$ cat config.mk
export PLATFORM = sky130hd
export DESIGN_NAME = greedy_match_masked_argmax
export DESIGN_NICKNAME = d
export VERILOG_FILES = /design/src/rtl/gmma_pkg.sv /design/src/rtl/greedy_match_masked_argmax.sv /design/src/rtl/gmma_ram.sv
export SDC_FILE = /design/constraint.sdc
export NUM_CORES = 2
export LEC_CHECK = 0
export BUFFER_PORTS_ARGS = -buffer_cell sky130_fd_sc_hd__buf_2
export CAP_MARGIN = 5
export CORE_MARGIN = 3
export CORE_UTILIZATION = 57
export DETAILED_ROUTE_END_ITERATION = 10
export GPL_TIMING_DRIVEN = 1
export PLACE_DENSITY = 0.76
export SLEW_MARGIN = 20
export SYNTH_ARGS = -nofsm -noshare
export SYNTH_HDL_FRONTEND = slang
export SYNTH_MEMORY_MAX_BITS = 65536
export SYNTH_SLANG_ARGS = --single-unit
$ cat constraint.sdc
create_clock -name i_clk -period 5.9 [get_ports i_clk]
set_input_delay 0.59 -clock i_clk [delete_from_list [all_inputs] [get_ports i_clk]]
set_output_delay 0.59 -clock i_clk [all_outputs]
set_load 0.005 [all_outputs]
$ cat src/rtl/gmma_pkg.sv
// gmma_pkg: widths, codes and the control store of the greedy matching block
// depends on nothing; used by gmma_ram users and greedy_match_masked_argmax
`timescale 1ns / 1ps

package gmma_pkg;

    // field widths
    localparam int SCORE_FRAC_BITS = 15;
    localparam int SCORE_W         = SCORE_FRAC_BITS + 2;
    localparam int INDEX_W         = 4;
    localparam int OPCODE_W        = 3;
    localparam int KIND_W          = 2;
    localparam int CNT_W           = 5;
    localparam int CFG_INDEX_W     = 2;

    // default geometry
    localparam int DEF_MAX_ROWS = 16;
    localparam int DEF_MAX_COLS = 16;

    // longest free list given for one item
    localparam int LIST_LIMIT  = 16;
    localparam int LIST_CNT_W  = $clog2(LIST_LIMIT + 1);

    // reset values of the registers, floor is minus one in q2.15
    localparam logic [CNT_W-1:0]   ROWS_RESET  = CNT_W'(16);
    localparam logic [CNT_W-1:0]   COLS_RESET  = CNT_W'(16);
    localparam logic [SCORE_W-1:0] FLOOR_RESET = {2'b11, {SCORE_FRAC_BITS{1'b0}}};

    // register indexes
    localparam logic [CFG_INDEX_W-1:0] CFG_ROWS  = 2'd0;
    localparam logic [CFG_INDEX_W-1:0] CFG_COLS  = 2'd1;
    localparam logic [CFG_INDEX_W-1:0] CFG_FLOOR = 2'd2;

    // opcodes
    localparam logic [OPCODE_W-1:0] OP_WRITE     = 3'd0;
    localparam logic [OPCODE_W-1:0] OP_TAKE      = 3'd1;
    localparam logic [OPCODE_W-1:0] OP_BEST      = 3'd2;
    localparam logic [OPCODE_W-1:0] OP_FREE_ROWS = 3'd3;
    localparam logic [OPCODE_W-1:0] OP_FREE_COLS = 3'd4;
    localparam logic [OPCODE_W-1:0] OP_CLEAR     = 3'd5;

    // result kinds
    localparam logic [KIND_W-1:0] KIND_TAKE     = 2'd0;
    localparam logic [KIND_W-1:0] KIND_BEST     = 2'd1;
    localparam logic [KIND_W-1:0] KIND_FREE_ROW = 2'd2;
    localparam logic [KIND_W-1:0] KIND_FREE_COL = 2'd3;

    // sequencer step addresses
    localparam int PC_W = 4;
    localparam logic [PC_W-1:0] PC_IDLE      = 4'd0;
    localparam logic [PC_W-1:0] PC_WRITE     = 4'd1;
    localparam logic [PC_W-1:0] PC_TAKE      = 4'd2;
    localparam logic [PC_W-1:0] PC_BEST_INIT = 4'd3;
    localparam logic [PC_W-1:0] PC_SCAN      = 4'd4;
    localparam logic [PC_W-1:0] PC_BEST_EMIT = 4'd5;
    localparam logic [PC_W-1:0] PC_LIST_INIT = 4'd6;
    localparam logic [PC_W-1:0] PC_LIST_STEP = 4'd7;
    localparam logic [PC_W-1:0] PC_LIST_END  = 4'd8;
    localparam logic [PC_W-1:0] PC_CLR_INIT  = 4'd9;
    localparam logic [PC_W-1:0] PC_CLR_SWEEP = 4'd10;

    // next-step modes
    localparam logic [1:0] NX_SEQ  = 2'd0;
    localparam logic [1:0] NX_JUMP = 2'd1;
    localparam logic [1:0] NX_DISP = 2'd2;
    localparam logic [1:0] NX_LOOP = 2'd3;

    // loop exit conditions
    localparam logic [1:0] COND_NONE      = 2'd0;
    localparam logic [1:0] COND_SCAN_DONE = 2'd1;
    localparam logic [1:0] COND_LIST_DONE = 2'd2;
    localparam logic [1:0] COND_SWEEP_END = 2'd3;

    // datapath actions
    localparam int ACT_W = 4;
    localparam logic [ACT_W-1:0] ACT_NONE      = 4'd0;
    localparam logic [ACT_W-1:0] ACT_WRITE     = 4'd1;
    localparam logic [ACT_W-1:0] ACT_TAKE      = 4'd2;
    localparam logic [ACT_W-1:0] ACT_BEST_INIT = 4'd3;
    localparam logic [ACT_W-1:0] ACT_SCAN      = 4'd4;
    localparam logic [ACT_W-1:0] ACT_BEST_EMIT = 4'd5;
    localparam logic [ACT_W-1:0] ACT_LIST_INIT = 4'd6;
    localparam logic [ACT_W-1:0] ACT_LIST_STEP = 4'd7;
    localparam logic [ACT_W-1:0] ACT_LIST_END  = 4'd8;
    localparam logic [ACT_W-1:0] ACT_CLR_INIT  = 4'd9;
    localparam logic [ACT_W-1:0] ACT_CLR_SWEEP = 4'd10;

    typedef struct packed {
        logic [1:0]       nxt;
        logic [1:0]       cond;
        logic [ACT_W-1:0] act;
        logic [PC_W-1:0]  target;
    } t_uword;

    // control store
    function automatic t_uword uc_rom(input logic [PC_W-1:0] pc);
        t_uword w;
        w.nxt    = NX_JUMP;
        w.cond   = COND_NONE;
        w.act    = ACT_NONE;
        w.target = PC_IDLE;
        unique case (pc)
            PC_IDLE: begin
                w.nxt = NX_DISP;
            end
            PC_WRITE: begin
                w.act = ACT_WRITE;
            end
            PC_TAKE: begin
                w.act = ACT_TAKE;
            end
            PC_BEST_INIT: begin
                w.act = ACT_BEST_INIT;
                w.nxt = NX_SEQ;
            end
            PC_SCAN: begin
                w.act    = ACT_SCAN;
                w.nxt    = NX_LOOP;
                w.cond   = COND_SCAN_DONE;
                w.target = PC_BEST_EMIT;
            end
            PC_BEST_EMIT: begin
                w.act = ACT_BEST_EMIT;
            end
            PC_LIST_INIT: begin
                w.act = ACT_LIST_INIT;
                w.nxt = NX_SEQ;
            end
            PC_LIST_STEP: begin
                w.act    = ACT_LIST_STEP;
                w.nxt    = NX_LOOP;
                w.cond   = COND_LIST_DONE;
                w.target = PC_LIST_END;
            end
            PC_LIST_END: begin
                w.act = ACT_LIST_END;
            end
            PC_CLR_INIT: begin
                w.act = ACT_CLR_INIT;
                w.nxt = NX_SEQ;
            end
            PC_CLR_SWEEP: begin
                w.act    = ACT_CLR_SWEEP;
                w.nxt    = NX_LOOP;
                w.cond   = COND_SWEEP_END;
                w.target = PC_IDLE;
            end
            default: begin
                w.act = ACT_NONE;
            end
        endcase
        return w;
    endfunction

    // entry step of each opcode
    function automatic logic [PC_W-1:0] dispatch(input logic [OPCODE_W-1:0] op);
        logic [PC_W-1:0] pc;
        pc = PC_IDLE;
        unique case (op) inside
            OP_WRITE:                   pc = PC_WRITE;
            OP_TAKE:                    pc = PC_TAKE;
            OP_BEST:                    pc = PC_BEST_INIT;
            OP_FREE_ROWS, OP_FREE_COLS: pc = PC_LIST_INIT;
            OP_CLEAR:                   pc = PC_CLR_INIT;
            default:                    pc = PC_IDLE;
        endcase
        return pc;
    endfunction

endpackage

$ cat src/rtl/greedy_match_masked_argmax.sv
// Score matrix for greedy matching with a taken mark per row and per column. Items carry an
// opcode: write one score, take a row and column pair (acknowledged with whether both indices
// lie in the rows and columns in use), find the first strict maximum over the untaken part in
// row-major order (or found low with the floor score), list the untaken rows or columns (one
// result each, last marked, at most sixteen; an empty list gives one result with found low),
// and clear (fill with the floor score, clear the marks). Items are taken one at a time; a
// result waits in an output register, so the next item is accepted while it waits. The best
// pair search reads one stored score per cycle through the single read port of the score ram,
// and a free list step or any other result waits while the output register is full. After
// reset a clearing pass fills the ram; no item is accepted meanwhile. Register writes are
// always taken; the user must keep them to idle periods, as the block does not enforce it.
//
// greedy_match_masked_argmax: top level, microcoded sequencer with plain datapath
// depends on gmma_pkg and gmma_ram
`timescale 1ns / 1ps

module greedy_match_masked_argmax #(
    parameter int MAX_ROWS = gmma_pkg::DEF_MAX_ROWS,
    parameter int MAX_COLS = gmma_pkg::DEF_MAX_COLS
) (
    input  logic                                  i_clk,
    input  logic                                  i_rst_n,
    // register write channel
    input  logic                                  i_cfg_valid,
    output logic                                  o_cfg_ready,
    input  logic [gmma_pkg::CFG_INDEX_W-1:0]      i_cfg_index,
    input  logic [gmma_pkg::SCORE_W-1:0]          i_cfg_data,
    // item channel
    input  logic                                  i_in_valid,
    output logic                                  o_in_ready,
    input  logic [gmma_pkg::OPCODE_W-1:0]         i_opcode,
    input  logic [gmma_pkg::INDEX_W-1:0]          i_row_index,
    input  logic [gmma_pkg::INDEX_W-1:0]          i_col_index,
    input  logic signed [gmma_pkg::SCORE_W-1:0]   i_score_in,
    // result channel
    output logic                                  o_out_valid,
    input  logic                                  i_out_ready,
    output logic [gmma_pkg::KIND_W-1:0]           o_result_kind,
    output logic [gmma_pkg::INDEX_W-1:0]          o_out_row,
    output logic [gmma_pkg::INDEX_W-1:0]          o_out_col,
    output logic signed [gmma_pkg::SCORE_W-1:0]   o_out_score,
    output logic                                  o_found,
    output logic                                  o_accepted,
    output logic                                  o_last
);

    localparam int RW    = (MAX_ROWS > 1) ? $clog2(MAX_ROWS) : 1;
    localparam int CW    = (MAX_COLS > 1) ? $clog2(MAX_COLS) : 1;
    localparam int DEPTH = MAX_ROWS * MAX_COLS;
    localparam int AW    = (DEPTH > 1) ? $clog2(DEPTH) : 1;
    localparam int NW    = gmma_pkg::CNT_W;
    localparam int SW    = gmma_pkg::SCORE_W;
    localparam int IW    = gmma_pkg::INDEX_W;
    localparam int KW    = gmma_pkg::LIST_CNT_W;

    // sequencer
    logic [gmma_pkg::PC_W-1:0] r_pc;
    logic [gmma_pkg::PC_W-1:0] n_pc;
    gmma_pkg::t_uword          uw;

    // registers
    logic [NW-1:0]        r_rows;
    logic [NW-1:0]        r_cols;
    logic signed [SW-1:0] r_floor;

    // latched item
    logic [gmma_pkg::OPCODE_W-1:0] r_op;
    logic [IW-1:0]                 r_row;
    logic [IW-1:0]                 r_col;
    logic signed [SW-1:0]          r_score;

    // marks
    logic [MAX_ROWS-1:0] r_row_taken;
    logic [MAX_COLS-1:0] r_col_taken;

    // loop counters
    logic [NW-1:0] r_i;
    logic [NW-1:0] r_j;
    logic [KW-1:0] r_k;
    logic [AW-1:0] r_addr;

    // scan compare stage and running best
    logic                 r_pv;
    logic [IW-1:0]        r_pi;
    logic [IW-1:0]        r_pj;
    logic signed [SW-1:0] r_best;
    logic [IW-1:0]        r_br;
    logic [IW-1:0]        r_bc;
    logic                 r_hit;

    // output register
    logic                 r_out_valid;
    logic [gmma_pkg::KIND_W-1:0] r_kind;
    logic [IW-1:0]        r_orow;
    logic [IW-1:0]        r_ocol;
    logic signed [SW-1:0] r_oscore;
    logic                 r_found;
    logic                 r_acc;
    logic                 r_last;

    // combinational
    logic                 in_fire;
    logic [NW-1:0]        eff_rows;
    logic [NW-1:0]        eff_cols;
    logic [RW-1:0]        take_row;
    logic [CW-1:0]        take_col;
    logic                 take_ok;
    logic                 take_fire;
    logic                 wr_in_store;
    logic [AW-1:0]        wr_addr;
    logic [RW-1:0]        scan_row;
    logic [CW-1:0]        scan_col;
    logic [AW-1:0]        scan_addr;
    logic                 scan_done;
    logic                 cell_ok;
    logic                 j_last;
    logic                 list_col;
    logic [NW-1:0]        list_n;
    logic                 cur_free;
    logic                 row_more;
    logic                 col_more;
    logic                 list_done;
    logic                 sweep_end;
    logic                 cond_true;
    logic                 emit_want;
    logic                 out_free;
    logic                 stall;
    logic                 fire;
    logic [gmma_pkg::KIND_W-1:0] e_kind;
    logic [IW-1:0]        e_row;
    logic [IW-1:0]        e_col;
    logic signed [SW-1:0] e_score;
    logic                 e_found;
    logic                 e_acc;
    logic                 e_last;
    logic                 ram_we;
    logic [AW-1:0]        ram_waddr;
    logic [SW-1:0]        ram_wdata;
    logic [SW-1:0]        ram_rdata;
    logic signed [SW-1:0] rd_score;

    assign uw          = gmma_pkg::uc_rom(r_pc);
    assign o_cfg_ready = 1'b1;
    assign o_in_ready  = (r_pc == gmma_pkg::PC_IDLE);
    assign in_fire     = i_in_valid && o_in_ready;

    // in-use counts saturate at the store size
    assign eff_rows = (int'(r_rows) > MAX_ROWS) ? NW'(MAX_ROWS) : r_rows;
    assign eff_cols = (int'(r_cols) > MAX_COLS) ? NW'(MAX_COLS) : r_cols;

    // take and write addressing
    assign take_row    = RW'(r_row);
    assign take_col    = CW'(r_col);
    assign take_ok     = (NW'(r_row) < eff_rows) && (NW'(r_col) < eff_cols);
    assign wr_in_store = (int'(r_row) < MAX_ROWS) && (int'(r_col) < MAX_COLS);
    assign wr_addr     = AW'(take_row) * AW'(MAX_COLS) + AW'(take_col);

    // scan addressing, one cell a cycle in row-major order
    assign scan_row  = RW'(r_i);
    assign scan_col  = CW'(r_j);
    assign scan_addr = AW'(scan_row) * AW'(MAX_COLS) + AW'(scan_col);
    assign scan_done = (r_i >= eff_rows) || (eff_cols == '0);
    assign cell_ok   = !r_row_taken[scan_row] && !r_col_taken[scan_col];
    assign j_last    = (r_j + NW'(1)) >= eff_cols;
    assign rd_score  = ram_rdata;

    // free list walk
    assign list_col = (r_op == gmma_pkg::OP_FREE_COLS);
    assign list_n   = list_col ? eff_cols : eff_rows;
    assign cur_free = (r_i < list_n) &&
                      (list_col ? !r_col_taken[CW'(r_i)] : !r_row_taken[RW'(r_i)]);
    assign list_done = (r_i >= list_n) || (r_k == KW'(gmma_pkg::LIST_LIMIT));

    // any free index beyond the current one, so the last result is known when given
    always_comb begin
        row_more = 1'b0;
        for (int k = 0; k < MAX_ROWS; k++) begin
            if (k > int'(r_i) && k < int'(eff_rows) && !r_row_taken[k]) begin
                row_more = 1'b1;
            end
        end
        col_more = 1'b0;
        for (int k = 0; k < MAX_COLS; k++) begin
            if (k > int'(r_i) && k < int'(eff_cols) && !r_col_taken[k]) begin
                col_more = 1'b1;
            end
        end
    end

    assign sweep_end = (r_addr == AW'(DEPTH - 1));

    always_comb begin
        unique case (uw.cond)
            gmma_pkg::COND_SCAN_DONE: cond_true = scan_done;
            gmma_pkg::COND_LIST_DONE: cond_true = list_done;
            gmma_pkg::COND_SWEEP_END: cond_true = sweep_end;
            default:                  cond_true = 1'b0;
        endcase
    end

    // result produced by the current step
    always_comb begin
        emit_want = 1'b0;
        e_kind    = gmma_pkg::KIND_TAKE;
        e_row     = '0;
        e_col     = '0;
        e_score   = '0;
        e_found   = 1'b0;
        e_acc     = 1'b0;
        e_last    = 1'b1;
        unique case (uw.act)
            gmma_pkg::ACT_TAKE: begin
                emit_want = 1'b1;
                e_row     = r_row;
                e_col     = r_col;
                e_acc     = take_ok;
            end
            gmma_pkg::ACT_BEST_EMIT: begin
                emit_want = 1'b1;
                e_kind    = gmma_pkg::KIND_BEST;
                e_row     = r_br;
                e_col     = r_bc;
                e_score   = r_best;
                e_found   = r_hit;
            end
            gmma_pkg::ACT_LIST_STEP: begin
                emit_want = !list_done && cur_free;
                e_kind    = list_col ? gmma_pkg::KIND_FREE_COL : gmma_pkg::KIND_FREE_ROW;
                e_row     = list_col ? '0 : IW'(r_i);
                e_col     = list_col ? IW'(r_i) : '0;
                e_found   = 1'b1;
                e_last    = (r_k == KW'(gmma_pkg::LIST_LIMIT - 1)) ||
                            !(list_col ? col_more : row_more);
            end
            gmma_pkg::ACT_LIST_END: begin
                // empty list gives one result with found low
                emit_want = (r_k == '0);
                e_kind    = list_col ? gmma_pkg::KIND_FREE_COL : gmma_pkg::KIND_FREE_ROW;
            end
            default: begin
                emit_want = 1'b0;
            end
        endcase
    end

    assign out_free  = !r_out_valid || i_out_ready;
    assign stall     = emit_want && !out_free;
    assign fire      = emit_want && out_free;
    assign take_fire = (uw.act == gmma_pkg::ACT_TAKE) && fire;

    // next step
    always_comb begin
        n_pc = r_pc;
        if (!stall) begin
            unique case (uw.nxt)
                gmma_pkg::NX_SEQ:  n_pc = r_pc + 1'b1;
                gmma_pkg::NX_JUMP: n_pc = uw.target;
                gmma_pkg::NX_DISP: n_pc = in_fire ? gmma_pkg::dispatch(i_opcode) : r_pc;
                gmma_pkg::NX_LOOP: n_pc = cond_true ? uw.target : r_pc;
                default:           n_pc = gmma_pkg::PC_IDLE;
            endcase
        end
    end

    // score ram: item writes and the clearing sweep share the write port
    assign ram_we    = ((uw.act == gmma_pkg::ACT_WRITE) && wr_in_store) ||
                       (uw.act == gmma_pkg::ACT_CLR_SWEEP);
    assign ram_waddr = (uw.act == gmma_pkg::ACT_CLR_SWEEP) ? r_addr : wr_addr;
    assign ram_wdata = (uw.act == gmma_pkg::ACT_CLR_SWEEP) ? r_floor : r_score;

    gmma_ram #(
        .WIDTH (SW),
        .DEPTH (DEPTH)
    ) u_score_ram (
        .i_clk   (i_clk),
        .i_we    (ram_we),
        .i_waddr (ram_waddr),
        .i_wdata (ram_wdata),
        .i_raddr (scan_addr),
        .o_rdata (ram_rdata)
    );

    // control state
    always_ff @(posedge i_clk) begin
        if (!i_rst_n) begin
            r_pc        <= gmma_pkg::PC_CLR_INIT;   // clearing pass after reset
            r_rows      <= gmma_pkg::ROWS_RESET;
            r_cols      <= gmma_pkg::COLS_RESET;
            r_floor     <= gmma_pkg::FLOOR_RESET;
            r_row_taken <= '0;
            r_col_taken <= '0;
            r_pv        <= 1'b0;
            r_out_valid <= 1'b0;
        end else begin
            r_pc <= n_pc;

            if (i_cfg_valid) begin
                case (i_cfg_index)
                    gmma_pkg::CFG_ROWS:  r_rows  <= i_cfg_data[NW-1:0];
                    gmma_pkg::CFG_COLS:  r_cols  <= i_cfg_data[NW-1:0];
                    gmma_pkg::CFG_FLOOR: r_floor <= i_cfg_data;
                    default: ;
                endcase
            end

            if (uw.act == gmma_pkg::ACT_CLR_INIT) begin
                r_row_taken <= '0;
                r_col_taken <= '0;
            end else if (take_fire && take_ok) begin
                r_row_taken[take_row] <= 1'b1;
                r_col_taken[take_col] <= 1'b1;
            end

            // cell issued this cycle is compared next cycle
            r_pv <= (uw.act == gmma_pkg::ACT_SCAN) && !scan_done && cell_ok;

            if (fire) begin
                r_out_valid <= 1'b1;
            end else if (i_out_ready) begin
                r_out_valid <= 1'b0;
            end
        end
    end

    // datapath
    always_ff @(posedge i_clk) begin
        if (in_fire) begin
            r_op    <= i_opcode;
            r_row   <= i_row_index;
            r_col   <= i_col_index;
            r_score <= i_score_in;
        end

        r_pi <= IW'(r_i);
        r_pj <= IW'(r_j);

        if (uw.act == gmma_pkg::ACT_BEST_INIT) begin
            r_best <= r_floor;
            r_br   <= '0;
            r_bc   <= '0;
            r_hit  <= 1'b0;
        end else if (r_pv && (rd_score > r_best)) begin
            // strict compare keeps the first maximum in scan order
            r_best <= rd_score;
            r_br   <= r_pi;
            r_bc   <= r_pj;
            r_hit  <= 1'b1;
        end

        unique case (uw.act)
            gmma_pkg::ACT_BEST_INIT: begin
                r_i <= '0;
                r_j <= '0;
            end
            gmma_pkg::ACT_SCAN: begin
                if (!scan_done) begin
                    if (j_last) begin
                        r_j <= '0;
                        r_i <= r_i + 1'b1;
                    end else begin
                        r_j <= r_j + 1'b1;
                    end
                end
            end
            gmma_pkg::ACT_LIST_INIT: begin
                r_i <= '0;
                r_k <= '0;
            end
            gmma_pkg::ACT_LIST_STEP: begin
                if (!list_done && !stall) begin
                    r_i <= r_i + 1'b1;
                    if (fire) begin
                        r_k <= r_k + 1'b1;
                    end
                end
            end
            gmma_pkg::ACT_CLR_INIT: begin
                r_addr <= '0;
            end
            gmma_pkg::ACT_CLR_SWEEP: begin
                r_addr <= r_addr + 1'b1;
            end
            default: ;
        endcase

        if (fire) begin
            r_kind   <= e_kind;
            r_orow   <= e_row;
            r_ocol   <= e_col;
            r_oscore <= e_score;
            r_found  <= e_found;
            r_acc    <= e_acc;
            r_last   <= e_last;
        end
    end

    assign o_out_valid   = r_out_valid;
    assign o_result_kind = r_kind;
    assign o_out_row     = r_orow;
    assign o_out_col     = r_ocol;
    assign o_out_score   = r_oscore;
    assign o_found       = r_found;
    assign o_accepted    = r_acc;
    assign o_last        = r_last;

    // an accepted take leaves both marks set
    a_take_marks: assert property (@(posedge i_clk) disable iff (!i_rst_n)
        (take_fire && take_ok) |=>
            (r_row_taken[$past(take_row)] && r_col_taken[$past(take_col)]))
        else $error("take did not set its marks");

    // the list walk never gives more results than the limit
    a_list_limit: assert property (@(posedge i_clk) disable iff (!i_rst_n)
        (r_pc == gmma_pkg::PC_LIST_STEP) |-> (r_k <= KW'(gmma_pkg::LIST_LIMIT)))
        else $error("free list count beyond limit");

    // a compare is pending only right after a scan step
    a_pv_scan: assert property (@(posedge i_clk) disable iff (!i_rst_n)
        r_pv |-> ($past(r_pc) == gmma_pkg::PC_SCAN))
        else $error("compare stage valid outside scan");

endmodule

$ cat src/rtl/gmma_ram.sv
// gmma_ram: generic single-write, single-read ram with registered read data
// depends on nothing
`timescale 1ns / 1ps

module gmma_ram #(
    parameter int WIDTH = 17,
    parameter int DEPTH = 256
) (
    input  logic                                     i_clk,
    input  logic                                     i_we,
    input  logic [((DEPTH > 1) ? $clog2(DEPTH) : 1)-1:0] i_waddr,
    input  logic [WIDTH-1:0]                         i_wdata,
    input  logic [((DEPTH > 1) ? $clog2(DEPTH) : 1)-1:0] i_raddr,
    output logic [WIDTH-1:0]                         o_rdata
);

    logic [WIDTH-1:0] r_mem [DEPTH];
    logic [WIDTH-1:0] r_rdata;

    always_ff @(posedge i_clk) begin
        if (i_we) begin
            r_mem[i_waddr] <= i_wdata;
        end
        r_rdata <= r_mem[i_raddr];
    end

    assign o_rdata = r_rdata;

endmodule
; ---- After elaboration in Yosys (flattened, before gate mapping)
; Memories as Yosys holds them, arrays and structs flattened. A register that Yosys moved wholly into a read port is not among the register bits.
; Index checks and enable logic that the tools add are counted.
[op_classes]
order_cmp = 60
n_reduce_logical = 145
n_addsub = 7
n_bitwise = 4
n_mux = 81
n_eq_ne = 43
[ops]
columns = operator, n
row1 = 4-bit by 5-bit < comparator with 1-bit output (first input constant), 16
row2 = 1-bit logical AND, 75
row3 = 17-bit 2-to-1 mux, 3
row4 = 5-bit 2-to-1 mux, 10
row5 = 1-bit 2-to-1 mux, 42
row6 = 4-bit by 5-bit greater-than comparator with 1-bit output (first input constant), 8
row7 = 3-bit by 5-bit < comparator with 1-bit output (first input constant), 8
row8 = 4-bit case mux with 10 select lines, 1
row9 = 1-bit zero test, 39
row10 = 4-bit by 3-bit == test with 1-bit output (second input constant), 8
row11 = 16-bit OR, 2
row12 = 4-bit == test (second input constant), 6
row13 = 4-bit case mux with 3 select lines, 2
row14 = 3-bit by 5-bit greater-than comparator with 1-bit output (first input constant), 4
row15 = 2-bit by 5-bit < comparator with 1-bit output (first input constant), 4
row16 = 4-bit by 5-bit < comparator with 1-bit output (second input constant), 4
row17 = 4-bit case mux with 5 select lines, 1
row18 = 5-bit case mux with 2 select lines, 2
row19 = 17-bit greater-than comparator, 1
row20 = 8-bit by 4-bit adder with 8-bit output, 2
row21 = 4-bit by 2-bit == test with 1-bit output (second input constant), 4
row22 = 4-bit 2-to-1 mux, 4
row23 = 4-bit case mux with 4 select lines, 1
row24 = 8-bit case mux with 2 select lines, 1
row25 = other kinds (43), 92
[word_totals]
wordCells = 370
in_bits = 52
ramBits = 4352
output_inout_bits = 33
memories = 1
reg_bits = 180
[mem_list]
columns = memory, depth, word_bits, rd, rd_ports_with_merged_regs, wr, line
row1 = u_score_ram.r_mem, 256, 17, 1, 1, 1, gmma_ram.sv:17  ; logic [WIDTH-1:0] r_mem [DEPTH];

; ---- Longest topological paths before layout
[logic_depth]
depth_word = 23
mapped_depth = 16
ltp_nobuf = 14

; ---- By module
; From an unflattened synthesis, not the netlist that was laid out.
[unflattened]
cells_unflattened = 8820
area_unflattened_um2 = 179463.4
[by_module_without_submodules]
columns = module, instances, area_per_inst_um2, seq_area_each_um2, cells_per_inst
row1 = gmma_ram, 1, 169704.0, 131025.7, 7797
row2 = greedy_match_masked_argmax, 1, 9759.4, 4584.4, 1023

; ---- Least setup slack after synthesis
; OpenSTA, ideal clock, no wires.
[synth_path]
kind = register -> register
from = register r_pc[0] in the netlist's numbering
to = memory u_score_ram.r_mem[0][13] (data pin)
synth_period_minus_slack_ps = 5833
stages_incl_launch_ff = 10
setup_time_ps = 823
n_path_buf = 3
slack_ps = 67
t_arrival_ps = 5011
t_required_ps = 5077
path_cell_list = dfxtp_1 -> inv_1 -> ha_1 -> nand2b_1 -> or2_0 -> clkbuf_1 -> buf_1 -> clkbuf_1 -> nand2_1 -> nand2_1
[synth_between]
elab_chain_cells = 4
word_cells_on_any_way = 13
classes_between = eq/ne: 11 / mux: 2
[synth_rtl]
columns = item, line
row1 = start: declaration, greedy_match_masked_argmax.sv:57  ; logic [gmma_pkg::PC_W-1:0] r_pc;
row2 = start signal: assignment, greedy_match_masked_argmax.sv:286  ; r_pc <= gmma_pkg::PC_CLR_INIT;
row3 = start signal: assignment, greedy_match_masked_argmax.sv:295  ; r_pc <= n_pc;
row4 = 4-bit == test (tied with other cells), gmma_pkg.sv:102  ; unique case (pc)
row5 = 4-bit case mux with 10 select lines *, gmma_pkg.sv:102
row6 = 4-bit == test *, greedy_match_masked_argmax.sv:269  ; assign ram_wdata = (uw.act == gmma_pkg::ACT_CLR_SWEEP) ? r_floor : r_score;
row7 = 17-bit 2-to-1 mux *, greedy_match_masked_argmax.sv:269
row8 = via ram_wdata[13], greedy_match_masked_argmax.sv:138  ; logic [SW-1:0] ram_wdata;
row9 = end: declaration, gmma_ram.sv:17
; Mark *: on every way through the listed nets, which the timed path passes. The rest lies on a longest branch.

; ---- Worst setup path after layout
[layout_path]
from = register r_j[0]
to = register u_score_ram.r_rdata[15] (netlist: u_score_ram.o_rdata[15]) (read register of u_score_ram.r_mem)
[layout_between]
elab_chain_cells = 1
[layout_rtl]
columns = item, line
row1 = start: declaration, greedy_match_masked_argmax.sv:78  ; logic [NW-1:0] r_j;
row2 = start signal: assignment, greedy_match_masked_argmax.sv:361  ; r_j <= r_j + 1'b1;
row3 = 8-bit by 4-bit adder with 8-bit output, greedy_match_masked_argmax.sv:161  ; assign scan_addr = AW'(scan_row) * AW'(MAX_COLS) + AW'(scan_col);
row4 = end: declaration, gmma_ram.sv:18  ; logic [WIDTH-1:0] r_rdata;
; Every way passes these cells.
; A chain may end at the register's enable or synchronous reset.

==> results.md <==
* Vias in the first global route at 93.19k
* Cell area after synthesis at 177400 um^2
* Vias per inst at 7.103
* Slew @ Worst Pin at 1294 ps
* Pins Over Slew Limit at 0
* WP data arrival at 6520 ps
* Mapped Cells at 8400
* Syn avg cell area at 21.12 um^2
* Die W at 563.9 um
* Commonest non-fill, non-tap cell in the layout: edfxtp_1
* Drt pass-1 iters at 8
* Pwr Density at 365.4 nW/um^2
* CTS Buf Count at 434
* Commonest cells after routing, fill and taps aside: 4450 x edfxtp_1, 1082 x mux4_2, 467 x buf_4
* Grt total ovfl at 0
* RSZ-0062 raised after global routing: false
* Area of the multi-input gates at 39440 um^2
* Setup CP Type: reg2reg
* Routed via count at 96.15k
* WL final at 525800 um
* Final worst path period share at 0.9552
* FMAX at 0.1774 GHz
* Final net count at 9127
* Syn nets at 8502
* Drt wl/cell at 38.85 um
* Worst-Skew Late Latency at 1020 ps
* Die height at 563.9 um
* CTS tree: yes
* Yosys warns at 0
* Core area at 309400 um^2
* Sequential cell area at 135600 um^2
* IO Port Bufs at 83
* Synth unique cells at 90
* Setup violators final at 0
* #FFs+latches synth at 4549
* First-pass GRT wire length at 732500 um
* Worst-case clock buffer depth at 4
* Setup crit start kind: flop
* Die ar. at 317900 um^2
* Initial antenna violation count at 43
* Row count at 204
* Fillers at 19.29k
* P_leak at 64.24 nW
* Final setup skew at 121.7 ps
* Main area contributors after synthesis: edfxtp_1 75%, mux4_2 14%, mux2i_1 1.8%
* Final Hold Fails at 0
* Drt initial violations at 18.04k
* H-tree levels at 5
* Post-DP HPWL at 315400 um
* Leading area contributor after synthesis: edfxtp_1
* CTS Sinks at 4549
* Hold WS at 131.2 ps
* Largest net degree at the start of global routing at 138
* Num ports at 85
* Final worst slack at 264.4 ps
* Crit end category: flop
* Layout cell share with drive strength beyond 1 at 0.2750
* Sequential share of the synthesized area at 0.7645
* Clock root cell: clkbuf_16
* Area grow syn2layout at 12.98%
* Maxcap violations at 0
* DP Worst Slack at 854.5 ps
* HP Class: in2reg
* Max-slew headroom at 0.1350
* Number of routed nets with antenna violations at 0
* Tot GR Track Use at 0.3299
* Post-synth ARST share at 0
* Status: finished clean
* Post-route DRC at 0
* Ys flop type: edfxtp_1
* EDFF count, synth at 4450
* GPL Wtd Cong at 1.007
* Initial Util at 0.5734
* Final min period at 5636 ps
* Setup repair bufs after CTS at 0
* Worst-path fanout max at 33
* Share of the synthesized area in the top cell type at 0.7533
* Setup Total Neg Slack at 0 ps
* Reg clk slew, reported paths at 70 ps
* Max IR drop VDD at 0.3071 mV
* CP Data Required Time at 6790 ps
[sequential cells by signal, summed over array words and instances, names as in the netlist, 8 cells and up]
register	cells
r_col_taken	16
r_floor	17
r_addr	8
o_out_score	17
r_row_taken	16
r_best	17
u_score_ram.o_rdata	17
r_score	17
u_score_ram.r_mem	4352
[layout make-up]
type / count / share of cell area
flip-flops and latches: 4549 / 0.6767
multi-input cells: 3320 / 0.1968
clock buffers: 547 / 0.05760
repair buffers: 664 / 0.02861
well taps: 4120 / 0.02572
clock inverters: 256 / 0.01317
inverters: 56 / 0.001136
diodes: 23 / 0.0002872
[synthesized netlist by cell type (all sizes together) (7+ instances only)]
cell        n
a22oi      86
inv        56
o21ai      86
nand4      24
a311oi     11
nor3       33
a21o       11
nand3      80
a222oi      8
a2111oi    11
edfxtp   4450
a22o       15
nor2      406
o211ai     14
a21oi     144
a211oi     11
nor2b      32
or2         7
and3       24
dfxtp      99
o22ai      64
nor4       49
nor3b       8
xnor2       8
o2111ai     7
a32o       34
nand2b     19
clkbuf    162
mux4     1091
nand2     412
a221oi     44
nand3b     10
and2       15
mux2i     325
mux2       27
xor2        7
ha         50
a31oi      42
a32oi      15
or4        10
buf       313
[routing by layer]
layer	vias up	part of all wire	track usage	wire (um)
met2	8720	0.45	0.4801	234100
met3	1572	0.15	0.1201	81370
li1	36321	-	-	-
met4	20	0.065	0.1718	34260
met1	49512	0.33	0.4417	176000
met5	-	0.00028	0	149
[path summary, 6_finish.rpt]
| kind | startpoint | cells past startpoint | to | slack [ps] |
|---|---|---|---|---|
| worst max-delay path | r_j[0] | 10 | u_score_ram.o_rdata[15] | 260 |
| worst min-delay path | i_cfg_index[0] | 3 | r_rows[4] | 130 |
| worst max register to register | r_j[0] | 10 | u_score_ram.o_rdata[15] | 260 |
| worst min register to register | r_bc[0] | 2 | r_bc[0] | 460 |
[cell families (layout without fill, tap and decap cells)]
family                     count (synthesis)  count (layout)  synth area share
and+or+nand+nor                         1152            1152           0.02916
DFF                                     4549            4549            0.7645
muxes                                   1443            1443            0.1588
xor gates and xnor gates                  15              15         0.0007407
other                                      1              24        0.00002114
buffers and inverters                    531            1523           0.01749
adders and majority gates                 50              50          0.003527
AOI/OAI and AO/OA                        659             659           0.02579
[stage by stage]
step / instance area [um^2] / utilization / std cells / power [mW]
2_1_floorplan: 177400 / - / 8400 / 42.48
3_3_place_gp: 185500 / 0.5995 / 12654 / 45.41
3_5_place_dp: 185600 / 0.5999 / 12658 / 45.62
4_1_cts: 200200 / 0.6473 / 13510 / 72.99
5_1_grt: 200400 / 0.6477 / 13515 / 74.69
6_report: 200400 / 0.6478 / 13535 / 73.23
[where the power goes]
group / total, mW / leakage [nW] / internal (mW) / switching [mW]
combinational: 8.23 / 16.5 / 2.46 / 5.78
clock: 27.9 / 6.90 / 15.7 / 12.2
sequential: 37.1 / 40.8 / 36.8 / 0.342
[timing repair]
item,in CTS,in global routing
hold buffers,49,0
resized for setup,0,0
hold endpoints to repair,57,0
[critical path, cell delays in order, from the launching register on]
cell and delay, ps:
edfxtp_1 880, buf_4 360, buf_4 570, mux4_2 580, and3_1 190, a31oi_1 630
o21ai_0 230, nor4_1 770, nand4_1 850, a21oi_1 360, nor2_1 50
Note: power is estimated with default switching activity, not from simulation.
